### config.mk
export PLATFORM = sky130hd
export DESIGN_NAME = mouse_look_direction
export DESIGN_NICKNAME = d
export VERILOG_FILES = /design/src/rtl/core/mld_pkg.sv /design/src/rtl/core/mld_cordic.sv /design/src/rtl/core/mouse_look_direction.sv
export SDC_FILE = /design/constraint.sdc
export NUM_CORES = 2
export LEC_CHECK = 0
export BUFFER_PORTS_ARGS = -buffer_cell sky130_fd_sc_hd__buf_2
export CAP_MARGIN = 20
export CORE_MARGIN = 5
export CORE_UTILIZATION = 60
export CTS_CLUSTER_DIAMETER = 80
export DETAILED_ROUTE_END_ITERATION = 6
export MAX_ROUTING_LAYER = met4
export PLACE_DENSITY = 0.75
export SYNTH_ARGS = -nofsm -noshare
export SYNTH_HDL_FRONTEND = slang
export SYNTH_SLANG_ARGS = --single-unit
### constraint.sdc
create_clock -name i_clk -period 10.96 [get_ports i_clk]
set_input_delay 0 -clock i_clk [delete_from_list [all_inputs] [get_ports i_clk]]
set_output_delay 0 -clock i_clk [all_outputs]
set_load 0.01 [all_outputs]
### src/rtl/core/mld_pkg.sv
// Package: shared constants, beat types and helpers of the mouse look direction block
`default_nettype none

package mld_pkg;

    localparam int ANGLE_FRACTION_BITS = 8;
    localparam int TRIG_ITERATIONS     = 16;
    localparam int WORK_FRAC           = 24;

    localparam int YAW_W       = 9 + ANGLE_FRACTION_BITS;
    localparam int PITCH_W     = 8 + ANGLE_FRACTION_BITS;
    localparam int DELTA_SHIFT = 16 - ANGLE_FRACTION_BITS;
    localparam int DELTA_W     = 34 - DELTA_SHIFT;
    localparam int MOD_W       = 19 + ANGLE_FRACTION_BITS;
    localparam int MOD_STEPS   = 10;
    localparam int MOD_CNT_W   = 4;
    localparam int CORDIC_W    = 34;
    localparam int TRIG_W      = 32;
    localparam int ITER_W      = 5;

    localparam logic [MOD_W-1:0] ANGLE_FULL   = MOD_W'(360 << ANGLE_FRACTION_BITS);
    localparam logic [MOD_W-1:0] ANGLE_HALF   = MOD_W'(180 << ANGLE_FRACTION_BITS);
    localparam logic [MOD_W-1:0] ANGLE_OFFSET = MOD_W'((360 << ANGLE_FRACTION_BITS)
                                                       << (MOD_STEPS - 1));

    localparam logic signed [YAW_W-1:0]   YAW_RESET   = YAW_W'(-(90 << ANGLE_FRACTION_BITS));
    localparam logic signed [PITCH_W-1:0] PITCH_RESET = PITCH_W'(45 << ANGLE_FRACTION_BITS);
    localparam logic signed [PITCH_W-1:0] PITCH_LIMIT = PITCH_W'(89 << ANGLE_FRACTION_BITS);
    localparam logic [15:0]               SENS_RESET  = 16'd6554;

    localparam logic signed [CORDIC_W-1:0] CORDIC_GAIN    = CORDIC_W'(652032875);
    localparam logic signed [CORDIC_W-1:0] CORDIC_QUARTER = CORDIC_W'(64'sd90 <<< WORK_FRAC);
    localparam logic signed [CORDIC_W-1:0] CORDIC_HALF    = CORDIC_W'(64'sd180 <<< WORK_FRAC);

    typedef struct packed {
        logic signed [15:0] cursor_x;
        logic signed [15:0] cursor_y;
    } t_cursor;

    typedef struct packed {
        logic signed [15:0] front_x;
        logic signed [15:0] front_y;
        logic signed [15:0] front_z;
        logic               pitch_limited;
    } t_front;

    typedef struct packed {
        logic                       done;
        logic signed [CORDIC_W-1:0] cos_val;
        logic signed [CORDIC_W-1:0] sin_val;
    } t_trig;

    // arctangent of 2^-idx in degrees, Q.24
    function automatic logic signed [CORDIC_W-1:0] atan_q24(input logic [ITER_W-1:0] idx);
        logic signed [CORDIC_W-1:0] v;
        case (idx)
            5'd0:    v = CORDIC_W'(754974720);
            5'd1:    v = CORDIC_W'(445687602);
            5'd2:    v = CORDIC_W'(235489089);
            5'd3:    v = CORDIC_W'(119537938);
            5'd4:    v = CORDIC_W'(60000934);
            5'd5:    v = CORDIC_W'(30029717);
            5'd6:    v = CORDIC_W'(15018523);
            5'd7:    v = CORDIC_W'(7509720);
            5'd8:    v = CORDIC_W'(3754917);
            5'd9:    v = CORDIC_W'(1877466);
            5'd10:   v = CORDIC_W'(938734);
            5'd11:   v = CORDIC_W'(469367);
            5'd12:   v = CORDIC_W'(234684);
            5'd13:   v = CORDIC_W'(117342);
            5'd14:   v = CORDIC_W'(58671);
            5'd15:   v = CORDIC_W'(29335);
            5'd16:   v = CORDIC_W'(14668);
            5'd17:   v = CORDIC_W'(7334);
            5'd18:   v = CORDIC_W'(3667);
            5'd19:   v = CORDIC_W'(1833);
            5'd20:   v = CORDIC_W'(917);
            5'd21:   v = CORDIC_W'(458);
            5'd22:   v = CORDIC_W'(229);
            5'd23:   v = CORDIC_W'(115);
            default: v = '0;
        endcase
        return v;
    endfunction

    function automatic logic signed [15:0] sat_q15(input logic signed [18:0] v);
        logic signed [15:0] r;
        if (v > 19'sd32767) begin
            r = 16'sd32767;
        end else if (v < -19'sd32768) begin
            r = -16'sd32768;
        end else begin
            r = v[15:0];
        end
        return r;
    endfunction

endpackage

`default_nettype wire

### src/rtl/core/mld_cordic.sv
// Iterative rotation-mode CORDIC: sine and cosine of an angle in degrees
`default_nettype none

module mld_cordic (
    input  wire logic                               i_clk,
    input  wire logic                               i_rst_n,
    input  wire logic                               i_start,
    input  wire logic signed [mld_pkg::YAW_W-1:0]   i_angle,
    output mld_pkg::t_trig                          o_trig
);
    import mld_pkg::*;

    logic                       r_busy;
    logic                       r_done;
    logic                       r_flip;
    logic [ITER_W-1:0]          r_iter;
    logic signed [CORDIC_W-1:0] r_x;
    logic signed [CORDIC_W-1:0] r_y;
    logic signed [CORDIC_W-1:0] r_z;

    logic signed [CORDIC_W-1:0] w;
    logic signed [CORDIC_W-1:0] load_z;
    logic                       load_flip;
    logic signed [CORDIC_W-1:0] dx;
    logic signed [CORDIC_W-1:0] dy;
    logic signed [CORDIC_W-1:0] atan_v;
    logic                       last;

    always_comb begin
        w         = CORDIC_W'(i_angle) <<< (WORK_FRAC - ANGLE_FRACTION_BITS);
        load_z    = w;
        load_flip = 1'b0;
        if (w > CORDIC_QUARTER) begin
            load_z    = w - CORDIC_HALF;
            load_flip = 1'b1;
        end else if (w < -CORDIC_QUARTER) begin
            load_z    = w + CORDIC_HALF;
            load_flip = 1'b1;
        end
        dx     = r_y >>> r_iter;
        dy     = r_x >>> r_iter;
        atan_v = atan_q24(r_iter);
        last   = (r_iter == ITER_W'(TRIG_ITERATIONS - 1));
    end

    always_ff @(posedge i_clk) begin
        if (!i_rst_n) begin
            r_busy <= 1'b0;
            r_done <= 1'b0;
        end else begin
            r_done <= r_busy && last;
            if (i_start) begin
                r_busy <= 1'b1;
            end else if (r_busy && last) begin
                r_busy <= 1'b0;
            end
        end
    end

    always_ff @(posedge i_clk) begin
        if (i_start) begin
            r_x    <= CORDIC_GAIN;
            r_y    <= '0;
            r_z    <= load_z;
            r_flip <= load_flip;
            r_iter <= '0;
        end else if (r_busy) begin
            if (!r_z[CORDIC_W-1]) begin
                r_x <= r_x - dx;
                r_y <= r_y + dy;
                r_z <= r_z - atan_v;
            end else begin
                r_x <= r_x + dx;
                r_y <= r_y - dy;
                r_z <= r_z + atan_v;
            end
            r_iter <= r_iter + 1'b1;
        end
    end

    assign o_trig.done    = r_done;
    assign o_trig.cos_val = r_flip ? -r_x : r_x;
    assign o_trig.sin_val = r_flip ? -r_y : r_y;

endmodule

`default_nettype wire

### src/rtl/core/mouse_look_direction.sv
// Top level: cursor positions to yaw/pitch to unit look direction in Q1.15
//
//  channel  | signals                              | beat
//  ---------+--------------------------------------+-------------------------------
//  cursor   | i_valid, o_stall, i_data             | cursor_x, cursor_y
//  front    | o_valid, i_stall, o_data             | front_x/y/z, pitch_limited
//  config   | i_cfg_valid, o_cfg_ready, i_cfg_data | sensitivity
//
// One beat runs through two multiplies for the deltas, ten compare-subtract
// steps that wrap yaw, two 16-step passes of the shared CORDIC, and two output multiplies.
// o_stall is high from acceptance until the result is loaded into the output register.
// A new beat is taken while a finished result still waits on a stalled output.
// Reset is synchronous: yaw -90, pitch 45 degrees, sensitivity 0.1, no cursor seen.
`default_nettype none

module mouse_look_direction (
    input  wire logic             i_clk,
    input  wire logic             i_rst_n,
    input  wire logic             i_valid,
    output      logic             o_stall,
    input  wire mld_pkg::t_cursor i_data,
    output      logic             o_valid,
    input  wire logic             i_stall,
    output      mld_pkg::t_front  o_data,
    input  wire logic             i_cfg_valid,
    output      logic             o_cfg_ready,
    input  wire logic [15:0]      i_cfg_data
);
    import mld_pkg::*;

    localparam logic [3:0] S_IDLE    = 4'd0;
    localparam logic [3:0] S_DYAW    = 4'd1;
    localparam logic [3:0] S_DPITCH  = 4'd2;
    localparam logic [3:0] S_PITCH   = 4'd3;
    localparam logic [3:0] S_MOD     = 4'd4;
    localparam logic [3:0] S_CYAW    = 4'd5;
    localparam logic [3:0] S_WYAW    = 4'd6;
    localparam logic [3:0] S_WPITCH  = 4'd7;
    localparam logic [3:0] S_PX      = 4'd8;
    localparam logic [3:0] S_PZ      = 4'd9;
    localparam logic [3:0] S_DONE    = 4'd10;

    logic [3:0]                r_state;
    logic [3:0]                n_state;
    logic [15:0]               r_sens;
    logic signed [15:0]        r_prev_x;
    logic signed [15:0]        r_prev_y;
    logic                      r_seen;
    logic signed [YAW_W-1:0]   r_yaw;
    logic signed [PITCH_W-1:0] r_pitch;
    logic                      r_limited;
    logic signed [16:0]        r_dx;
    logic signed [16:0]        r_dy;
    logic signed [63:0]        r_prod;
    logic [MOD_W-1:0]          r_mod;
    logic [MOD_CNT_W-1:0]      r_cnt;
    logic signed [TRIG_W-1:0]  r_cy;
    logic signed [TRIG_W-1:0]  r_sy;
    logic signed [TRIG_W-1:0]  r_cp;
    logic signed [TRIG_W-1:0]  r_sp;
    logic signed [15:0]        r_fx;
    logic                      r_ovalid;
    t_front                    r_out;

    logic                      accept;
    logic                      load_out;
    logic                      mul_en;
    logic signed [31:0]        mul_a;
    logic signed [31:0]        mul_b;
    logic [33:0]               delta_rnd;
    logic signed [DELTA_W-1:0] delta;
    logic [MOD_W-1:0]          mod_sum;
    logic [MOD_W-1:0]          mod_lim;
    logic [MOD_W-1:0]          mod_next;
    logic [MOD_W-1:0]          yaw_u;
    logic signed [DELTA_W:0]   pitch_sum;
    logic signed [63:0]        prod_rnd;
    logic signed [15:0]        prod_q15;
    logic signed [TRIG_W-1:0]  sp_rnd;
    logic signed [15:0]        sp_q15;
    logic                      trig_start;
    logic signed [YAW_W-1:0]   trig_angle;
    t_trig                     trig;

    mld_cordic u_cordic (
        .i_clk   (i_clk),
        .i_rst_n (i_rst_n),
        .i_start (trig_start),
        .i_angle (trig_angle),
        .o_trig  (trig)
    );

    assign o_stall     = (r_state != S_IDLE);
    assign o_cfg_ready = 1'b1;
    assign accept      = i_valid && !o_stall;
    assign load_out    = (r_state == S_DONE) && (!r_ovalid || !i_stall);
    assign o_valid     = r_ovalid;
    assign o_data      = r_out;

    assign trig_start = (r_state == S_CYAW) || ((r_state == S_WYAW) && trig.done);
    assign trig_angle = (r_state == S_CYAW) ? r_yaw : YAW_W'(r_pitch);

    always_comb begin
        mul_en = 1'b1;
        mul_a  = '0;
        mul_b  = '0;
        case (r_state)
            S_DYAW: begin
                mul_a = 32'(r_dx);
                mul_b = {16'd0, r_sens};
            end
            S_DPITCH: begin
                mul_a = 32'(r_dy);
                mul_b = {16'd0, r_sens};
            end
            S_PX: begin
                mul_a = r_cy;
                mul_b = r_cp;
            end
            S_PZ: begin
                mul_a = r_sy;
                mul_b = r_cp;
            end
            default: begin
                mul_en = 1'b0;
            end
        endcase
    end

    always_comb begin
        delta_rnd = r_prod[33:0] + 34'(1 << (DELTA_SHIFT - 1));
        delta     = delta_rnd[33:DELTA_SHIFT];
        mod_sum   = MOD_W'(r_yaw) + MOD_W'(delta) + ANGLE_HALF + ANGLE_OFFSET;
        mod_lim   = ANGLE_FULL << r_cnt;
        mod_next  = (r_mod >= mod_lim) ? (r_mod - mod_lim) : r_mod;
        yaw_u     = mod_next - ANGLE_HALF;
        pitch_sum = (DELTA_W + 1)'(r_pitch) + (DELTA_W + 1)'(delta);
        prod_rnd  = r_prod + (64'sd1 <<< 44);
        prod_q15  = sat_q15(prod_rnd[63:45]);
        sp_rnd    = r_sp + 32'sd16384;
        sp_q15    = sat_q15(19'(sp_rnd >>> 15));
    end

    always_comb begin
        n_state = r_state;
        case (r_state)
            S_IDLE:   if (accept) n_state = S_DYAW;
            S_DYAW:   n_state = S_DPITCH;
            S_DPITCH: n_state = S_PITCH;
            S_PITCH:  n_state = S_MOD;
            S_MOD:    if (r_cnt == '0) n_state = S_CYAW;
            S_CYAW:   n_state = S_WYAW;
            S_WYAW:   if (trig.done) n_state = S_WPITCH;
            S_WPITCH: if (trig.done) n_state = S_PX;
            S_PX:     n_state = S_PZ;
            S_PZ:     n_state = S_DONE;
            S_DONE:   if (load_out) n_state = S_IDLE;
            default:  n_state = S_IDLE;
        endcase
    end

    always_ff @(posedge i_clk) begin
        if (!i_rst_n) begin
            r_state   <= S_IDLE;
            r_sens    <= SENS_RESET;
            r_prev_x  <= '0;
            r_prev_y  <= '0;
            r_seen    <= 1'b0;
            r_yaw     <= YAW_RESET;
            r_pitch   <= PITCH_RESET;
            r_limited <= 1'b0;
            r_ovalid  <= 1'b0;
        end else begin
            r_state <= n_state;
            if (i_cfg_valid && o_cfg_ready) begin
                r_sens <= i_cfg_data;
            end
            if (accept) begin
                r_prev_x <= i_data.cursor_x;
                r_prev_y <= i_data.cursor_y;
                r_seen   <= 1'b1;
            end
            if (r_state == S_PITCH) begin
                if (pitch_sum > (DELTA_W + 1)'(PITCH_LIMIT)) begin
                    r_pitch   <= PITCH_LIMIT;
                    r_limited <= 1'b1;
                end else if (pitch_sum < -((DELTA_W + 1)'(PITCH_LIMIT))) begin
                    r_pitch   <= -PITCH_LIMIT;
                    r_limited <= 1'b1;
                end else begin
                    r_pitch   <= pitch_sum[PITCH_W-1:0];
                    r_limited <= 1'b0;
                end
            end
            if ((r_state == S_MOD) && (r_cnt == '0)) begin
                r_yaw <= yaw_u[YAW_W-1:0];
            end
            if (load_out) begin
                r_ovalid <= 1'b1;
            end else if (!i_stall) begin
                r_ovalid <= 1'b0;
            end
        end
    end

    always_ff @(posedge i_clk) begin
        if (accept) begin
            if (r_seen) begin
                r_dx <= 17'(i_data.cursor_x) - 17'(r_prev_x);
                r_dy <= 17'(r_prev_y) - 17'(i_data.cursor_y);
            end else begin
                r_dx <= '0;
                r_dy <= '0;
            end
        end
        if (mul_en) begin
            r_prod <= mul_a * mul_b;
        end
        if (r_state == S_DPITCH) begin
            r_mod <= mod_sum;
        end
        if (r_state == S_PITCH) begin
            r_cnt <= MOD_CNT_W'(MOD_STEPS - 1);
        end else if (r_state == S_MOD) begin
            r_mod <= mod_next;
            r_cnt <= r_cnt - 1'b1;
        end
        if ((r_state == S_WYAW) && trig.done) begin
            r_cy <= TRIG_W'(trig.cos_val);
            r_sy <= TRIG_W'(trig.sin_val);
        end
        if ((r_state == S_WPITCH) && trig.done) begin
            r_cp <= TRIG_W'(trig.cos_val);
            r_sp <= TRIG_W'(trig.sin_val);
        end
        if (r_state == S_PZ) begin
            r_fx <= prod_q15;
        end
        if (load_out) begin
            r_out.front_x       <= r_fx;
            r_out.front_y       <= sp_q15;
            r_out.front_z       <= prod_q15;
            r_out.pitch_limited <= r_limited;
        end
    end

endmodule

`default_nettype wire

# --- Word level (Yosys, flattened, before mapping) ---
# Memories as Yosys holds them, arrays and structs flattened. A register that Yosys moved wholly into a read port is not among the register bits.
# Cells that the tools add are included.
totals:
  ff_bits: 520
  rom_bits: 960
  input_bits: 53
  wordCells: 141
  memories: 1
op_classes:
  n_addsub: 23
  multipliers: 1
  magnitude_cmp: 9
  n_eq_ne: 17
  n_shift: 3
  mux: 37
  n_reduce_logical: 20
mem_list:
  columns: ["memory", "depth", "width", "read_ports", "rd_clocked_by_memory_dff", "wr", "line", "rtl"]
  rows:
  - ["(no name shown)", 32, 30, 1, 1, 0, "mld_pkg.sv:56", "case (idx)"]
ops:
  columns: ["operator", "n"]
  rows:
  - ["$mux 34", 7]
  - ["$pmux 32 s4", 1]
  - ["$mux 27", 4]
  - ["$add 34x34->34", 3]
  - ["$sub 34x34->34", 3]
  - ["$mux 16", 5]
  - ["$sshr 34x5->34", 2]
  - ["$add 64x46->64 const B", 1]
  - ["$mul 32x32->64", 1]
  - ["$mux 32", 2]
  - ["$neg 32->32", 2]
  - ["$pmux 32 s2", 1]
  - ["$pmux 4 s11", 1]
  - ["$add 33x33->34 const B", 1]
  - ["$add 34x8->34 const B", 1]
  - ["$sub 16x16->17", 2]
  - ["$sub 33x33->34 const B", 1]
  - ["$gt 33x32->1 const B", 1]
  - ["$lt 33x32->1 const B", 1]
  - ["$add 32x16->32 const B", 1]
  - ["$add 16x26->27", 1]
  - ["$add 17x26->27", 1]
  - ["$add 27x16->27 const B", 1]
  - ["$add 27x26->27 const B", 1]
  - ["other kinds (32)", 65]

# --- Logic depth before layout (Yosys ltp) ---
depth:
  ltp_word: 7
  depth_mapped: 39
  ltp_nobuf: 35

# --- Hierarchy ---
# A second synthesis with hierarchy kept.
unflattened:
  hier_cells: 8125
  area_unflattened_um2: 73804.5
by_module_without_submodules:
  columns: ["mod", "n_inst", "cells_per_inst", "area_per_inst_um2"]
  rows:
  - ["mouse_look_direction", 1, 5713, 54483.5]
  - ["mld_cordic", 1, 2412, 19321.0]

# --- Least setup slack after synthesis ---
# Ideal clock, no wire load.
synth_timing:
  path_kind: "register to register"
  startpoint: "register r_state[0]"
  endpoint: "register r_prod[57] (data pin)"
  t_arrival_ps: 9565
  slack_ps: 1140
  path_stages_with_launch: 36
  synth_period_minus_slack_ps: 9820
  cell_sequence: "dfxtp_1 > clkbuf_1 > clkbuf_1 > and3_1 > clkbuf_1 > buf_1 > buf_1 > a221o_1 > clkbuf_1 > nand2_1 > fa_1 > inv_1 > fa_1 > inv_1 > fa_1 > inv_1 > fa_1 > fa_1 > inv_1 > fa_1 > fa_1 > fa_1 > inv_1 > ha_1 > a21o_1 > a21o_1 > a21o_1 > nand4_1 > and3_1 > o31ai_1 > a221o_1 > a41oi_1 > o21ai_0 > a21boi_0 > o21ai_0 > and3b_1"
synth_between:
  elab_chain_cells: 4
  elab_cells_between_ends: 9
  cone_classes: "mul: 1; eq/ne: 4; mux: 2; reduce/logical: 2"
synth_rtl:
  columns: ["element", "line", "rtl"]
  rows:
  - ["start, declared", "mouse_look_direction.sv:43", "logic [3:0] r_state;"]
  - ["start signal, assigned", "mouse_look_direction.sv:174", "r_state <= n_state;"]
  - ["$eq 4x4->1 (tied with other cells)", "mouse_look_direction.sv:107", "case (r_state)"]
  - ["$reduce_or 2->1 (no source line)", null, null]
  - ["$pmux 32 s2", "mouse_look_direction.sv:107", null]
  - ["$mul 32x32->64 (*)", "mouse_look_direction.sv:217", "r_prod <= mul_a * mul_b;"]
  - ["end signal, assigned", "mouse_look_direction.sv:217", null]
  - ["end, declared", "mouse_look_direction.sv:54", "logic signed [63:0] r_prod;"]
# Mark *: on every way between the ends. The rest lies on a longest branch, timed or not.
# A chain may end at the register's enable or synchronous reset.

# --- Worst setup path in the final report ---
layout_timing:
  startpoint: "register r_state[1]"
  endpoint: "register r_prod[57] (data pin)"
# Same word-level chain as after synthesis.

==> impl_metrics.json <==
{
  "status": "complete, but fails checks",
  "failed_checks": "DRC",
  "max_stage_delay_ps": 800,
  "vias_per_cell": 6.162,
  "seqPwrFrac_pct": 16.9,
  "tritoncts": "built",
  "cp.required_ps": 11380,
  "period_minus_slack_ps": 10390,
  "postPlaceCellArea_sq_um": 75330,
  "yosysSeqAreaShare_pct": 18.46,
  "grt_first_pass_wirelength_um": 362400,
  "dp_hpwl_um": 186500,
  "drt-initial-drc-count": 6145,
  "clkTransAtPathRegs_ps": 60,
  "port_buffers": 103,
  "critPathKind": "flop to flop",
  "wire_per_inst_um": 24.30,
  "synth.distinct_cells": 94,
  "path_max_fanout": 34,
  "post-route-period-util_pct": 94.81,
  "overflow": 0,
  "grt_start_max_net_pins": 90,
  "num_vias": 59990,
  "worst_path_most_repeated_cell": "fa_1",
  "power_leakage_nw": 35.42,
  "drc": 2,
  "fp.dieW_um": 358.7,
  "ys_warn_count": 0,
  "cp.arrival_ps": 10810,
  "synthTopCellsByCount": "inv_1 (1139), fa_1 (1088), nand2_1 (998)",
  "clockBufferDepth": 3,
  "startpoint_type": "flop",
  "synth_mux_area_share_pct": 4.954,
  "synth_cells": 8030,
  "fin_skew_ps": 34.30,
  "ant_nets": 0,
  "clock.fmax_mhz": 96.24,
  "powerDensity_nw_per_um2": 269.7,
  "yosysTopAreaCell": "fa_1",
  "boundaryPins": 105,
  "hold_class": "input pin to flop",
  "core_area_sq_um": 121400,
  "synth_seq_cells": 519,
  "yosysMostFrequentCell": "inv_1",
  "cts_inserted_buffers": 66,
  "power.internal_mw": 10.14,
  "sw_frac_of_total_pct": 52.14,
  "maxCapViolCount": 0,
  "combPwrFrac_pct": 72.4,
  "critPathCaptureType": "flop",
  "clock-sinks": 519,
  "place_congestion": 1.076,
  "synth_top_family_by_area": "adder cells",
  "drtPass1Iterations": 7,
  "final_util_pct": 64.74,
  "grt_pass1_vias": 61030,
  "synth_nets": 9605,
  "synth.avg_cell_area_sq_um": 9.087,
  "design_area_sq_um": 78590,
  "relSlewSlack_pct": 18.19,
  "setup_viol_count_final": 0,
  "finalHoldViolations": 0,
  "row_count": 128,
  "maxSlewViolCount": 0,
  "routed_wl_um": 236600,
  "finalPower_mw": 21.19,
  "fin_nets": 9632,
  "syn2layout_area_growth_pct": 7.701,
  "cp_slowest_cell": "fa_1",
  "synth_simple_gate_area_share_pct": 15.13,
  "synth-main-ff-cell": "edfxtp_1",
  "rsz0062_at_grt": "false",
  "cts-root-buf": "clkbuf_16",
  "drive_above_1_share_pct": 7.042,
  "die-area_sq_um": 128700,
  "p_sw_mw": 11.05,
  "antenna_found_initial": 6,
  "cts-htree-levels": 3,
  "async_reset_ff_share_pct": 0,
  "grt_use_total_pct": 38.32,
  "synth_adder_area_share_pct": 37.29,
  "hold_slack_ps": 41.77,
  "synth_edf_count": 308,
  "synthXorXnorAreaFrac_pct": 5.005,
  "ir_drop_mv": 0.2633,
  "insertion_delay_ps": 680,
  "synth_compound_area_share_pct": 10.97,
  "synth_top_cell_area_share_pct": 29.85,
  "worstMarginPinSlew_ps": 1193,
  "die_h_um": 358.7,
  "cts_setup_buffers": 0,
  "p_clk_share_pct": 10.7,
  "start_util_pct": 60.11,
  "synthTopCellsByArea": "fa_1 (30%), edfxtp_1 (13%), ha_1 (7.4%), inv_1 (5.9%), dfxtp_1 (5.8%)",
  "netlist_area_sq_um": 72970,
  "fin_setup_tns_ps": 0
}
==> critical path, delay by kind of cell (launching register included) <==
| family | cells | cell delay, ps |
|---|---|---|
| AO/OA/AOI/OAI | 8 | 1960 |
| flip-flops | 1 | 300 |
| buffers and inverters | 9 | 1310 |
| AND/OR/NAND/NOR | 6 | 1710 |
| adder cells (fa/ha/maj) | 9 | 4830 |
==> power by group through the flow <==
stage          combinational, mW  sequential, mW  clock, mW
2_1_floorplan               11.2            3.11          0
5_1_grt                     16.9            3.62       2.38
4_1_cts                     15.1            3.54       2.31
6_report                    15.4            3.57       2.27
3_5_place_dp                15.0            3.57          0
3_3_place_gp                14.6            3.55          0
==> worst paths after layout <==
kind / startpoint / end / slack [ps] / cells past startpoint
worst min register to register: r_fx[7]$_DFFE_PN_ / o_data[40]$_DFFE_PP_ / 420 / 0
worst max register to register: r_state[1]$_SDFFE_PN0P_ / r_prod[57]$_DFFE_PP_ / 570 / 32
worst max-delay path: r_state[1]$_SDFFE_PN0P_ / r_prod[57]$_DFFE_PP_ / 570 / 32
worst min-delay path: i_cfg_valid / r_sens[13]$_SDFFE_PN0P_ / 40 / 3
==> metal layers <==
metal | up-vias | wire length [um] | track usage, % | part of all wire, %
li1 | 26350 | - | - | -
met4 | 0 | 14350 | 18.10 | 6.1
met5 | - | 0 | - | 0
met1 | 29580 | 90830 | 49.48 | 38
met2 | 3322 | 103700 | 56.99 | 44
met3 | 742 | 27720 | 9.852 | 12
==> final cells by class <==
cell class              count  area [sq um]
repair buffers            373          2823
well taps                1625          2033
flip-flops and latches    519         13490
inverters                1148          4309
multi-input cells        5949         53690
clock buffers              78          1780
clock inverters            41         459.2
fillers                 10140         42810
diodes                      3         7.507
==> sequential cells by signal, indices dropped and copies added (netlist names), 5 cells and up <==
register and flops:
u_cordic.r_y 34, r_prev_x 16, r_cp 32, r_pitch 16, r_cy 32, u_cordic.atan_v 30
o_data 49, r_prev_y 16, u_cordic.r_iter 5, r_sp 18, r_sens 16, r_dx 17
r_dy 17, r_prod 47, r_fx 16, u_cordic.r_x 34, r_sy 32, r_yaw 17
u_cordic.r_z 34, r_mod 27
==> what timing repair did <==
item	in CTS	in global routing
resized for setup	0	1
hold endpoints to repair	79	0
hold buffers	99	0
setup endpoints to repair	0	2
==> cell usage in the layout (no fill, tap or decap), types with 69 or more instances in the layout <==
master         count
o21ai_0          261
nand3_1           88
inv_1           1137
clkbuf_16         69
dfxtp_1          206
a21oi_1          323
edfxtp_1         308
a21o_1           109
buf_2            103
nor3_1           108
mux2i_1          120
dlygate4sd3_1     99
buf_4            168
nor2_1           908
fa_1            1088
mux4_2            75
xor2_1           153
xnor2_1          264
nand2_1          998
ha_1             434
and3_1            72
==> logic make-up after synthesis <==
family / after synthesis
AO/OA/AOI/OAI: 1227
AND/OR/NAND/NOR: 2540
adder cells (fa/ha/maj): 1522
XOR/XNOR: 417
buffers and inverters: 1562
other: 1
multiplexers: 242
flip-flops: 519
==> stage by stage <==
| stage | setup WS (ps) | cells |
|---|---|---|
| after floorplan | 1140 | 8030 |
| after global placement | 742.1 | 9513 |
| after detailed placement | 556.8 | 9514 |
| after CTS | 474.6 | 9732 |
| after global routing | 25.66 | 9736 |
| final | 569.0 | 9736 |
(Power assumes the default switching activity.)
